`config.mk`:
```
export PLATFORM = sky130hd
export DESIGN_NAME = i2c_master_pin_sequencer
export DESIGN_NICKNAME = d
export VERILOG_FILES = /design/src/rtl/i2cms_pkg.sv /design/src/rtl/i2cms_front.sv /design/src/rtl/i2cms_cmd_fifo.sv /design/src/rtl/i2cms_back.sv /design/src/rtl/i2c_master_pin_sequencer.sv
export SDC_FILE = /design/constraint.sdc
export NUM_CORES = 1
export LEC_CHECK = 0
export BUFFER_PORTS_ARGS = -buffer_cell sky130_fd_sc_hd__buf_4
export CAP_MARGIN = 20
export CORE_ASPECT_RATIO = 0.9
export CORE_MARGIN = 2
export CORE_UTILIZATION = 46
export CTS_CLUSTER_SIZE = 28
export DETAILED_ROUTE_END_ITERATION = 7
export PLACE_DENSITY = 0.67
export SYNTH_ARGS = -nofsm -noshare
export SYNTH_HDL_FRONTEND = slang
export SYNTH_SLANG_ARGS = --single-unit
```
`constraint.sdc`:
```
create_clock -name clk_i -period 3.5 [get_ports clk_i]
set_clock_uncertainty 0.05 [all_clocks]
set_input_delay 0.7 -clock clk_i [delete_from_list [all_inputs] [get_ports clk_i]]
set_output_delay 0.7 -clock clk_i [all_outputs]
set_load 0.02 [all_outputs]
```
`src/rtl/i2cms_pkg.sv`:
```
`default_nettype none

package i2cms_pkg;

  // Bus command codes as they arrive on the opcode field
  typedef enum logic [2:0] {
    OP_START     = 3'd0,
    OP_STOP      = 3'd1,
    OP_SEND_ADDR = 3'd2,
    OP_SEND_BYTE = 3'd3,
    OP_RECV_ACK  = 3'd4,
    OP_RECV_NACK = 3'd5
  } opcode_e;

  // Class of pin sequence the back end runs
  typedef enum logic [1:0] {
    KIND_START = 2'd0,
    KIND_STOP  = 2'd1,
    KIND_BYTE  = 2'd2
  } cmd_kind_e;

  localparam logic [7:0] MSB_MASK = 8'h80;
  localparam logic [7:0] READ_BIT = 8'h01;

  // Bits clocked per byte command: eight data bits and the acknowledge bit
  localparam int unsigned BYTE_BITS = 9;
  localparam logic [3:0]  LAST_BIT  = 4'(BYTE_BITS - 1);

  localparam int unsigned CMD_FIFO_DEPTH = 2;

  // Classified command as queued between front and back end
  typedef struct packed {
    cmd_kind_e  kind;
    logic       recv;    // receive: skip SDA writes on bits one to seven
    logic       fill;    // level shifted in behind the byte, driven on ack bit
    logic [7:0] sh;      // SDA levels, MSB first
    logic [7:0] rx_val;  // reported on the last pin write of a receive
    logic       ack_val; // reported on the last pin write of a send
  } cmd_t;

endpackage

`default_nettype wire

```
`src/rtl/i2cms_front.sv`:
```
`default_nettype none

module i2cms_front
  import i2cms_pkg::*;
(
  input  wire logic       in_valid_i,
  output logic            in_stall_o,
  input  wire logic [2:0] opcode_i,
  input  wire logic [7:0] tx_byte_i,
  input  wire logic       read_direction_i,
  input  wire logic [7:0] slave_bits_i,
  input  wire logic       slave_ack_level_i,
  input  wire logic       full_i,
  output logic            push_o,
  output cmd_t            cmd_o
);

  logic known;

  // Classify the command; unused opcodes are accepted and dropped
  always_comb begin
    known          = 1'b1;
    cmd_o.kind     = KIND_BYTE;
    cmd_o.recv     = 1'b0;
    cmd_o.fill     = 1'b1;
    cmd_o.sh       = tx_byte_i;
    cmd_o.rx_val   = '0;
    cmd_o.ack_val  = 1'b0;
    unique case (opcode_i)
      OP_START: begin
        cmd_o.kind = KIND_START;
      end
      OP_STOP: begin
        cmd_o.kind = KIND_STOP;
      end
      OP_SEND_ADDR: begin
        cmd_o.sh      = read_direction_i ? (tx_byte_i | READ_BIT) : tx_byte_i;
        cmd_o.ack_val = slave_ack_level_i;
      end
      OP_SEND_BYTE: begin
        cmd_o.ack_val = slave_ack_level_i;
      end
      OP_RECV_ACK, OP_RECV_NACK: begin
        cmd_o.recv   = 1'b1;
        cmd_o.fill   = (opcode_i == OP_RECV_NACK);
        cmd_o.sh     = MSB_MASK;  // first write releases SDA
        cmd_o.rx_val = slave_bits_i;
      end
      default: begin
        known = 1'b0;
      end
    endcase
  end

  assign in_stall_o = full_i;
  assign push_o     = in_valid_i && !full_i && known;

endmodule

`default_nettype wire

```
`src/rtl/i2cms_cmd_fifo.sv`:
```
`default_nettype none

module i2cms_cmd_fifo
  import i2cms_pkg::*;
#(
  parameter int unsigned Depth = CMD_FIFO_DEPTH
) (
  input  wire logic clk_i,
  input  wire logic rst_ni,
  input  wire logic push_i,
  input  wire cmd_t cmd_i,
  output logic      full_o,
  output logic      head_valid_o,
  output cmd_t      head_o,
  input  wire logic pop_i
);

  localparam int unsigned PtrW = (Depth > 1) ? $clog2(Depth) : 1;
  localparam int unsigned CntW = $clog2(Depth + 1);
  localparam logic [PtrW-1:0] PtrLast = PtrW'(Depth - 1);
  localparam logic [CntW-1:0] CntFull = CntW'(Depth);

  cmd_t            mem_q [Depth];
  logic [PtrW-1:0] wr_ptr_q, rd_ptr_q;
  logic [CntW-1:0] count_q;

  assign full_o       = (count_q == CntFull);
  assign head_valid_o = (count_q != '0);
  assign head_o       = mem_q[rd_ptr_q];

  // Pointers and fill count
  always_ff @(posedge clk_i or negedge rst_ni) begin
    if (!rst_ni) begin
      wr_ptr_q <= '0;
      rd_ptr_q <= '0;
      count_q  <= '0;
    end else begin
      if (push_i) begin
        wr_ptr_q <= (wr_ptr_q == PtrLast) ? '0 : wr_ptr_q + 1'b1;
      end
      if (pop_i) begin
        rd_ptr_q <= (rd_ptr_q == PtrLast) ? '0 : rd_ptr_q + 1'b1;
      end
      unique case ({push_i, pop_i})
        2'b10:   count_q <= count_q + 1'b1;
        2'b01:   count_q <= count_q - 1'b1;
        default: count_q <= count_q;
      endcase
    end
  end

  // Entry storage
  always_ff @(posedge clk_i) begin
    if (push_i) begin
      mem_q[wr_ptr_q] <= cmd_i;
    end
  end

`ifndef SYNTHESIS
  a_no_push_full: assert property (@(posedge clk_i) disable iff (!rst_ni)
    full_o |-> !push_i) else $error("push into full command queue");
  a_no_pop_empty: assert property (@(posedge clk_i) disable iff (!rst_ni)
    !head_valid_o |-> !pop_i) else $error("pop from empty command queue");
  a_count_range: assert property (@(posedge clk_i) disable iff (!rst_ni)
    count_q <= CntFull) else $error("command queue count out of range");
`endif

endmodule

`default_nettype wire

```
`src/rtl/i2cms_back.sv`:
```
`default_nettype none

module i2cms_back
  import i2cms_pkg::*;
(
  input  wire logic       clk_i,
  input  wire logic       rst_ni,
  input  wire logic       head_valid_i,
  input  wire cmd_t       head_i,
  output logic            pop_o,
  output logic            out_valid_o,
  input  wire logic       out_stall_i,
  output logic            scl_level_o,
  output logic            sda_level_o,
  output logic            last_of_command_o,
  output logic [7:0]      rx_byte_o,
  output logic            ack_sampled_o
);

  // Running command and pin state
  logic       busy_q;
  cmd_t       cmd_q, cmd_d;
  logic [3:0] bit_q;
  logic [1:0] ph_q;
  logic       scl_q, scl_d;
  logic       sda_q, sda_d;

  // Output register
  logic       out_valid_q;
  logic       out_scl_q, out_sda_q, out_last_q, out_ack_q;
  logic [7:0] out_rx_q;

  cmd_t       cur_cmd;
  logic [3:0] cur_bit, nxt_bit;
  logic [1:0] cur_ph, nxt_ph;
  logic [7:0] nxt_sh;
  logic       last;
  logic       step_go;

  // A new command starts straight from the queue head, no bubble
  assign cur_cmd = busy_q ? cmd_q : head_i;
  assign cur_bit = busy_q ? bit_q : '0;
  assign cur_ph  = busy_q ? ph_q  : '0;

  assign step_go = (busy_q || head_valid_i) && (!out_valid_q || !out_stall_i);
  assign pop_o   = step_go && !busy_q;

  // One pin write per step, then advance the step position
  always_comb begin
    scl_d   = scl_q;
    sda_d   = sda_q;
    last    = 1'b0;
    nxt_bit = cur_bit;
    nxt_ph  = cur_ph + 2'd1;
    nxt_sh  = cur_cmd.sh;
    unique case (cur_cmd.kind)
      KIND_START: begin
        unique case (cur_ph)
          2'd0: sda_d = 1'b1;
          2'd1: scl_d = 1'b1;
          2'd2: sda_d = 1'b0;
          default: begin
            scl_d = 1'b0;
            last  = 1'b1;
          end
        endcase
      end
      KIND_STOP: begin
        unique case (cur_ph)
          2'd0: sda_d = 1'b0;
          2'd1: scl_d = 1'b1;
          default: begin
            sda_d = 1'b1;
            last  = 1'b1;
          end
        endcase
      end
      default: begin
        unique case (cur_ph)
          2'd0: sda_d = cur_cmd.sh[7];
          2'd1: scl_d = 1'b1;
          default: begin
            scl_d   = 1'b0;
            last    = (cur_bit == LAST_BIT);
            nxt_bit = cur_bit + 4'd1;
            nxt_sh  = {cur_cmd.sh[6:0], cur_cmd.fill};
            // receive leaves SDA released on data bits after the first
            nxt_ph  = (cur_cmd.recv && nxt_bit != LAST_BIT) ? 2'd1 : 2'd0;
          end
        endcase
      end
    endcase
    cmd_d    = cur_cmd;
    cmd_d.sh = nxt_sh;
  end

  // Control and pin state
  always_ff @(posedge clk_i or negedge rst_ni) begin
    if (!rst_ni) begin
      busy_q      <= 1'b0;
      scl_q       <= 1'b1;
      sda_q       <= 1'b1;
      out_valid_q <= 1'b0;
    end else begin
      if (step_go) begin
        busy_q      <= !last;
        scl_q       <= scl_d;
        sda_q       <= sda_d;
        out_valid_q <= 1'b1;
      end else if (!out_stall_i) begin
        out_valid_q <= 1'b0;
      end
    end
  end

  // Command payload and result fields
  always_ff @(posedge clk_i) begin
    if (step_go) begin
      cmd_q      <= cmd_d;
      bit_q      <= nxt_bit;
      ph_q       <= nxt_ph;
      out_scl_q  <= scl_d;
      out_sda_q  <= sda_d;
      out_last_q <= last;
      out_rx_q   <= last ? cur_cmd.rx_val : '0;
      out_ack_q  <= last ? cur_cmd.ack_val : 1'b0;
    end
  end

  assign out_valid_o       = out_valid_q;
  assign scl_level_o       = out_scl_q;
  assign sda_level_o       = out_sda_q;
  assign last_of_command_o = out_last_q;
  assign rx_byte_o         = out_rx_q;
  assign ack_sampled_o     = out_ack_q;

`ifndef SYNTHESIS
  a_fields_zero: assert property (@(posedge clk_i) disable iff (!rst_ni)
    out_valid_q && !out_last_q |-> out_rx_q == '0 && !out_ack_q)
    else $error("result fields set before the last pin write");
  a_bit_range: assert property (@(posedge clk_i) disable iff (!rst_ni)
    busy_q |-> bit_q <= LAST_BIT) else $error("bit counter past ack bit");
  a_byte_phase: assert property (@(posedge clk_i) disable iff (!rst_ni)
    busy_q && cmd_q.kind == KIND_BYTE |-> ph_q != 2'd3)
    else $error("byte phase out of range");
  a_scl_low_after_cmd: assert property (@(posedge clk_i) disable iff (!rst_ni)
    step_go && last && cur_cmd.kind != KIND_STOP |=> !scl_q)
    else $error("SCL left high after start or byte");
`endif

endmodule

`default_nettype wire

```
`src/rtl/i2c_master_pin_sequencer.sv`:
```
// A command's first pin write passes the command queue, then the registered back-end output.
// Throughput: one pin write per cycle from the back-end sequencer when not stalled; start 4,
// stop 3, send 27, receive 20 pin writes per command; unused opcodes are taken and give nothing.
// A short command queue lets items be taken while the sequencer is busy.
// Reset (rst_ni low, asynchronous): queue empty, no result pending, SCL and SDA released.
`default_nettype none

module i2c_master_pin_sequencer
  import i2cms_pkg::*;
#(
  parameter int unsigned FifoDepth = CMD_FIFO_DEPTH
) (
  input  wire logic       clk_i,
  input  wire logic       rst_ni,
  input  wire logic       in_valid_i,
  output logic            in_stall_o,
  input  wire logic [2:0] opcode_i,
  input  wire logic [7:0] tx_byte_i,
  input  wire logic       read_direction_i,
  input  wire logic [7:0] slave_bits_i,
  input  wire logic       slave_ack_level_i,
  output logic            out_valid_o,
  input  wire logic       out_stall_i,
  output logic            scl_level_o,
  output logic            sda_level_o,
  output logic            last_of_command_o,
  output logic [7:0]      rx_byte_o,
  output logic            ack_sampled_o
);

  logic full, push, head_valid, pop;
  cmd_t cmd, head;

  i2cms_front u_front (
    .in_valid_i       (in_valid_i),
    .in_stall_o       (in_stall_o),
    .opcode_i         (opcode_i),
    .tx_byte_i        (tx_byte_i),
    .read_direction_i (read_direction_i),
    .slave_bits_i     (slave_bits_i),
    .slave_ack_level_i(slave_ack_level_i),
    .full_i           (full),
    .push_o           (push),
    .cmd_o            (cmd)
  );

  i2cms_cmd_fifo #(
    .Depth(FifoDepth)
  ) u_cmd_fifo (
    .clk_i       (clk_i),
    .rst_ni      (rst_ni),
    .push_i      (push),
    .cmd_i       (cmd),
    .full_o      (full),
    .head_valid_o(head_valid),
    .head_o      (head),
    .pop_i       (pop)
  );

  i2cms_back u_back (
    .clk_i            (clk_i),
    .rst_ni           (rst_ni),
    .head_valid_i     (head_valid),
    .head_i           (head),
    .pop_o            (pop),
    .out_valid_o      (out_valid_o),
    .out_stall_i      (out_stall_i),
    .scl_level_o      (scl_level_o),
    .sda_level_o      (sda_level_o),
    .last_of_command_o(last_of_command_o),
    .rx_byte_o        (rx_byte_o),
    .ack_sampled_o    (ack_sampled_o)
  );

endmodule

`default_nettype wire

```
==> results of run 1 <==
[synthesized netlist by cell type (6+ instances only)]
cell / instances
o21ai_0: 11
nand2_1: 44
nor2b_1: 19
o21a_1: 6
mux2i_1: 15
edfxtp_1: 81
a31oi_1: 8
and2_1: 9
dfrtp_1: 6
a211oi_1: 8
nor2_1: 15
inv_1: 18
[path summary, 6_finish.rpt]
path	depth (start not counted)	end	from
worst max-delay path	7	u_back.rx_byte_o[4]	u_back.busy_q
worst min-delay path	1	u_back.busy_q	rst_ni
worst min register to register	1	u_cmd_fifo.wr_ptr_q	u_cmd_fifo.wr_ptr_q
min in group clk_i	1	u_cmd_fifo.wr_ptr_q	u_cmd_fifo.wr_ptr_q
worst max register to register	7	u_back.rx_byte_o[4]	u_back.busy_q
max in group asynchronous	1	u_back.sda_q	rst_ni
[cell families (layout without fill, tap and decap cells)]
| family | Yosys count | after routing | share of synthesized area |
|---|---|---|---|
| AND/OR/NAND/NOR | 104 | 104 | 0.131 |
| XOR/XNOR | 8 | 8 | 0.0179 |
| flip-flops | 89 | 89 | 0.674 |
| buffers and inverters | 31 | 79 | 0.0352 |
| multiplexers | 16 | 16 | 0.0413 |
| adder cells (fa/ha/maj) | 5 | 5 | 0.0160 |
| AO/OA/AOI/OAI | 49 | 49 | 0.0848 |
[state kept, by name, summed over array words and instances, names as in the netlist]
signal	cells
u_cmd_fifo.mem_q	42
u_back.cmd_q	21
u_back.rx_byte_o	8
u_back.bit_q	4
u_back.ph_q	2
u_cmd_fifo.count_q	2
u_back.ack_sampled_o	1
u_back.busy_q	1
u_back.last_of_command_o	1
u_back.out_valid_o	1
u_back.scl_level_o	1
u_back.scl_q	1
u_back.sda_level_o	1
u_back.sda_q	1
u_cmd_fifo.rd_ptr_q	1
u_cmd_fifo.wr_ptr_q	1
[power by group]
part	internal (W)	leakage [nW]	switching [W]
combinational	0.000565	0.808	0.000800
sequential	0.00166	0.868	0.000225
clock	0.000333	0.0929	0.000364
total	0.00256	1.77	0.00139
[area by class of cell]
class	instances	area [um2]
clock buffers	10	128
clock inverters	6	67.6
fillers	691	3650
inverters	18	67.6
multi-input cells	182	1140
flip-flops and latches	89	2640
well taps	99	124
repair buffers	45	338
[per-layer routing]
layer  share of wire  track usage  vias up
li1                -            -     1170
met1            0.49        0.228     1061
met2            0.45        0.214       64
met3           0.045       0.0246        7
met4           0.014       0.0800        0
met5               0            0        -
[metrics by stage]
stage / area (um2) / instances / setup WS (ns) / hold slack, ns
2_1_floorplan: 3910 / 302 / 1.14 / 0.354
3_3_place_gp: 4300 / 433 / 1.09 / 0.434
3_5_place_dp: 4300 / 433 / 0.987 / 0.446
4_1_cts: 4500 / 449 / 0.977 / 0.0864
5_1_grt: 4500 / 449 / 0.733 / 0.0963
6_report: 4500 / 449 / 0.995 / 0.100
==> impl_metrics.yaml, run 1 <==
power_and_ir_drop:
  p_per_area_nw_per_um2: 878
  fin_total_pwr_w: 0.00395
  ir_worst_vdd_v: 0.000300
  power_leakage_nw: 1.77
worst_setup_path:
  critical_path_arrival_ns: 2.53
  crit_required_ns: 3.52
  path_buf_inv: 1
  slowest_stage: "a21oi_1"
  cpPeakStageDelay_ns: 0.72
  path_cells: "nand2_1 -> inv_1 -> ha_1 -> mux2i_1 -> o22ai_1 -> a21oi_1 -> nor2b_1"
  end_kind: "flip-flop"
  cp_max_fo: 22
  cpLargestDelayFamily: "compound AO/OA/AOI/OAI gates"
  path_class: "reg -> reg"
  start_kind: "flip-flop"
  r2r_slack_ns: 0.99
floorplan:
  die_w_um: 101
  pin_count: 39
  num_rows: 31
  dieArea_um2: 9250
  coreArea_um2: 8150
  start_util: 0.480
  die_y_um: 91.5
grt:
  antenna_found_initial: 0
  grt_pass1_wl_um: 10800
  grt_pass1_vias: 2204
  track_usage: 0.153
  grt_max_degree: 33
  grt.overflow.total: 0
clocking:
  cts_buffers: 9
  post_cts_buffers: 0
  cts-root-buf: "clkbuf_8"
  cts.reportedPaths.clkPinSlew_ns: 0.09
  cts_resized: 0
  worstSkewPairLatency_ns: 0.35
  tritoncts: "built"
  cts_sinks: 89
  clockBufferDepth: 2
  cts_hold_buf: 0
  h-tree-depth: 3
route:
  postRouteAntennaNets: 0
  vias: 2302
  routedWlPerCell_um: 14.7
  drt_first_iter_violations: 158
  drtPass1Iterations: 4
  vias_per_cell: 5.13
  drc: 0
  totalWireLength_um: 6610
final_layout:
  drive_gt1_frac: 0.200
  areaGrowthSynthToFinish_pct: 15.0
  post-route-util: 0.552
  final_nets: 375
  antennaDiodeCount: 0
  final_common_cell: "edfxtp_1"
  final_cell_mix: "edfxtp_1 (81), buf_4 (45), nand2_1 (44)"
synthesis:
  ys_warn_count: 0
  async_flop_share: 0.0899
  syn_area_um2: 3910
  synth_ff_type: "edfxtp_1"
  syn_nets: 332
  yosys.area.top_type: "edfxtp_1"
  syn_inst: 302
  yosysUniqueCellTypes: 41
  ys_top_cells_by_area: "edfxtp_1 (62%), nand2_1 (4.2%), dfrtp_1 (3.8%)"
  yosysSeqAreaShare: 0.674
  synth_edf_count: 81
  ys_ff_latch: 89
  synth_top_area_share: 0.622
  syn_area_per_cell_um2: 12.9
sta:
  fmax_mhz: 399
  setup_viol: 0
  period_share: 0.716
  setup_tns_ns: 0
  max_slew.worst_pin.slew_ns: 0.890
  period_needed_ns: 2.51
  rsz0062_at_grt: "false"
  drv_slew: 0
  maxSlewHeadroom: 0.407
  finalHoldViolCount: 0
flow_run:
  maxCapViolCount: 0
hold_path:
  worstHoldPathType: "in -> async"
place:
  gp_congestion: 0.870
  port_buffers: 38
  hpwl_um: 4450
run_status:
  outcome: "finished, final reports clean"
(Power assumes the default switching activity.)
==> run 2: changes to the inputs <==
==> constraint.sdc (replaced) <==
create_clock -name clk_i -period 2.35 [get_ports clk_i]
set_clock_uncertainty 0.05 [all_clocks]
set_input_delay 0.47 -clock clk_i [delete_from_list [all_inputs] [get_ports clk_i]]
set_output_delay 0.47 -clock clk_i [all_outputs]
set_load 0.02 [all_outputs]
==> run 2 against run 1 <==
  * Clock power grew 64%
  * First-iteration DRC count down 10%
  * Flip-flop and latch count did not move
  * Largest cell class unchanged
  * Highest routed layer unchanged
==> impl_metrics.yaml, run 2 (synthesis results as in run 1) <==
route:
  drtPass1Iterations: 4
  drc: 0
  vias: 2339
  postRouteAntennaNets: 0
  drt_first_iter_violations: 142
  totalWireLength_um: 6800
  vias_per_cell: 5.16
  routedWlPerCell_um: 15.0
sta:
  setup_viol: 0
  maxSlewHeadroom: 0.648
  period_needed_ns: 1.83
  drv_slew: 0
  whs_ns: 0.318
  rsz0062_at_grt: "false"
  fin_ws_ns: 0.524
  period_share: 0.777
  fmax_mhz: 548
  max_slew.worst_pin.slew_ns: 0.528
  setup_tns_ns: 0
  finalHoldViolCount: 0
grt:
  grt.overflow.total: 0
  grt_pass1_wl_um: 11300
  grt_pass1_vias: 2312
  antenna_found_initial: 0
  track_usage: 0.159
  grt_max_degree: 36
power_and_ir_drop:
  p_per_area_nw_per_um2: 1320
  seqPwrFrac: 0.456
  clkPwrFrac: 0.188
  p_sw_w: 0.00208
  power_leakage_nw: 1.81
  ir_worst_vdd_v: 0.000476
  swShare: 0.344
  power_frac_comb: 0.355
  p_int_w: 0.00396
final_layout:
  areaGrowthSynthToFinish_pct: 16.7
  final_cell_mix: "edfxtp_1 (81), buf_4 (47), nand2_1 (44)"
  n_fill_cell: 678
  top_register: "u_cmd_fifo.mem_q"
  final_cell_count_no_fill: 453
  drive_gt1_frac: 0.206
  antennaDiodeCount: 0
  final_common_cell: "edfxtp_1"
  largest_reg_flops: 42
  final_nets: 379
hold_path:
  hold_start: "out_stall_i"
  worstHoldPathType: "in -> reg"
worst_setup_path:
  path_class: "reg -> reg"
  crit_start: "u_back.ph_q[1]"
  cp_max_fo: 11
  r2r_slack_ns: 0.52
  rr_endpoint: "u_back.rx_byte_o[4]"
  start_kind: "flip-flop"
  crit_end: "u_back.rx_byte_o[4]"
  crit_required_ns: 2.41
  end_kind: "flip-flop"
  critical_path_arrival_ns: 1.88
  reg2reg_depth: 8
  rr_startpoint: "u_back.ph_q[1]"
clocking:
  cts.reportedPaths.clkPinSlew_ns: 0.09
  h-tree-depth: 3
  worstSkewPairLatency_ns: 0.35
  clockBufferDepth: 2
  cts-root-buf: "clkbuf_8"
  cts_hold_buf: 1
  cts_sinks: 89
  post_cts_buffers: 0
  cts_buffers: 9
  tritoncts: "built"
  cts_resized: 0
run_status:
  outcome: "finished, final reports clean"
floorplan:
  die_y_um: 91.5
  coreArea_um2: 8150
  pin_count: 39
  num_rows: 31
  dieArea_um2: 9250
  start_util: 0.480
  die_w_um: 101
flow_run:
  maxCapViolCount: 0
place:
  hpwl_um: 4590
  gp_congestion: 0.804
  pre_cts_ws_ns: 0.522
  port_buffers: 38
  dp_cells: 436
[run 2: power by group through the flow]
stage               clock (W)  combinational (W)  sequential (W)
floorplan                   0            0.00150         0.00282
global placement            0            0.00211         0.00277
detailed placement          0            0.00215         0.00279
CTS                   0.00116            0.00216         0.00276
global route          0.00122            0.00241         0.00282
finish                0.00114            0.00214         0.00276
[run 2: layer usage]
| layer | share of wire | global-route usage |
|---|---|---|
| met3 | 0.043 | 0.0277 |
| met4 | 0.011 | 0.0642 |
| met5 | 0 | 0 |
| met1 | 0.49 | 0.227 |
| met2 | 0.46 | 0.241 |
[run 2: worst min path at each step]
stage,to,slack [ns],depth (start not counted)
2_1_floorplan,u_back.busy_q,0.12,0
3_3_place_gp,u_cmd_fifo.wr_ptr_q,0.25,1
3_5_place_dp,u_cmd_fifo.wr_ptr_q,0.25,1
4_1_cts,u_back.out_valid_o,0.30,3
5_1_grt,u_back.out_valid_o,0.32,3
6_report,u_back.out_valid_o,0.32,3
[run 2: layout make-up]
type / count / area [um2] / area share
timing repair buffer: 49 / 383 / 0.0839
clock inverter: 7 / 93.8 / 0.0206
inverter: 18 / 67.6 / 0.0148
multi-input combinational: 182 / 1140 / 0.249
tap: 99 / 124 / 0.0271
clock buffer: 9 / 124 / 0.0271
sequential: 89 / 2640 / 0.577
[run 2: per-stage QoR]
step / instance area [um2] / utilization / total power, W
after floorplan: 3910 / - / 0.00432
after global placement: 4340 / 0.532 / 0.00488
after detailed placement: 4340 / 0.532 / 0.00494
after CTS: 4560 / 0.560 / 0.00608
after global routing: 4560 / 0.560 / 0.00646
final: 4560 / 0.560 / 0.00604
[run 2: worst max-delay path: stages (launching register included)]
cell      delay (ns)
edfxtp_1        0.49
nand2_1         0.16
inv_1           0.07
ha_1            0.19
mux2i_1         0.12
o22ai_1         0.09
a21oi_1         0.15
buf_4           0.20
nor2b_1         0.06
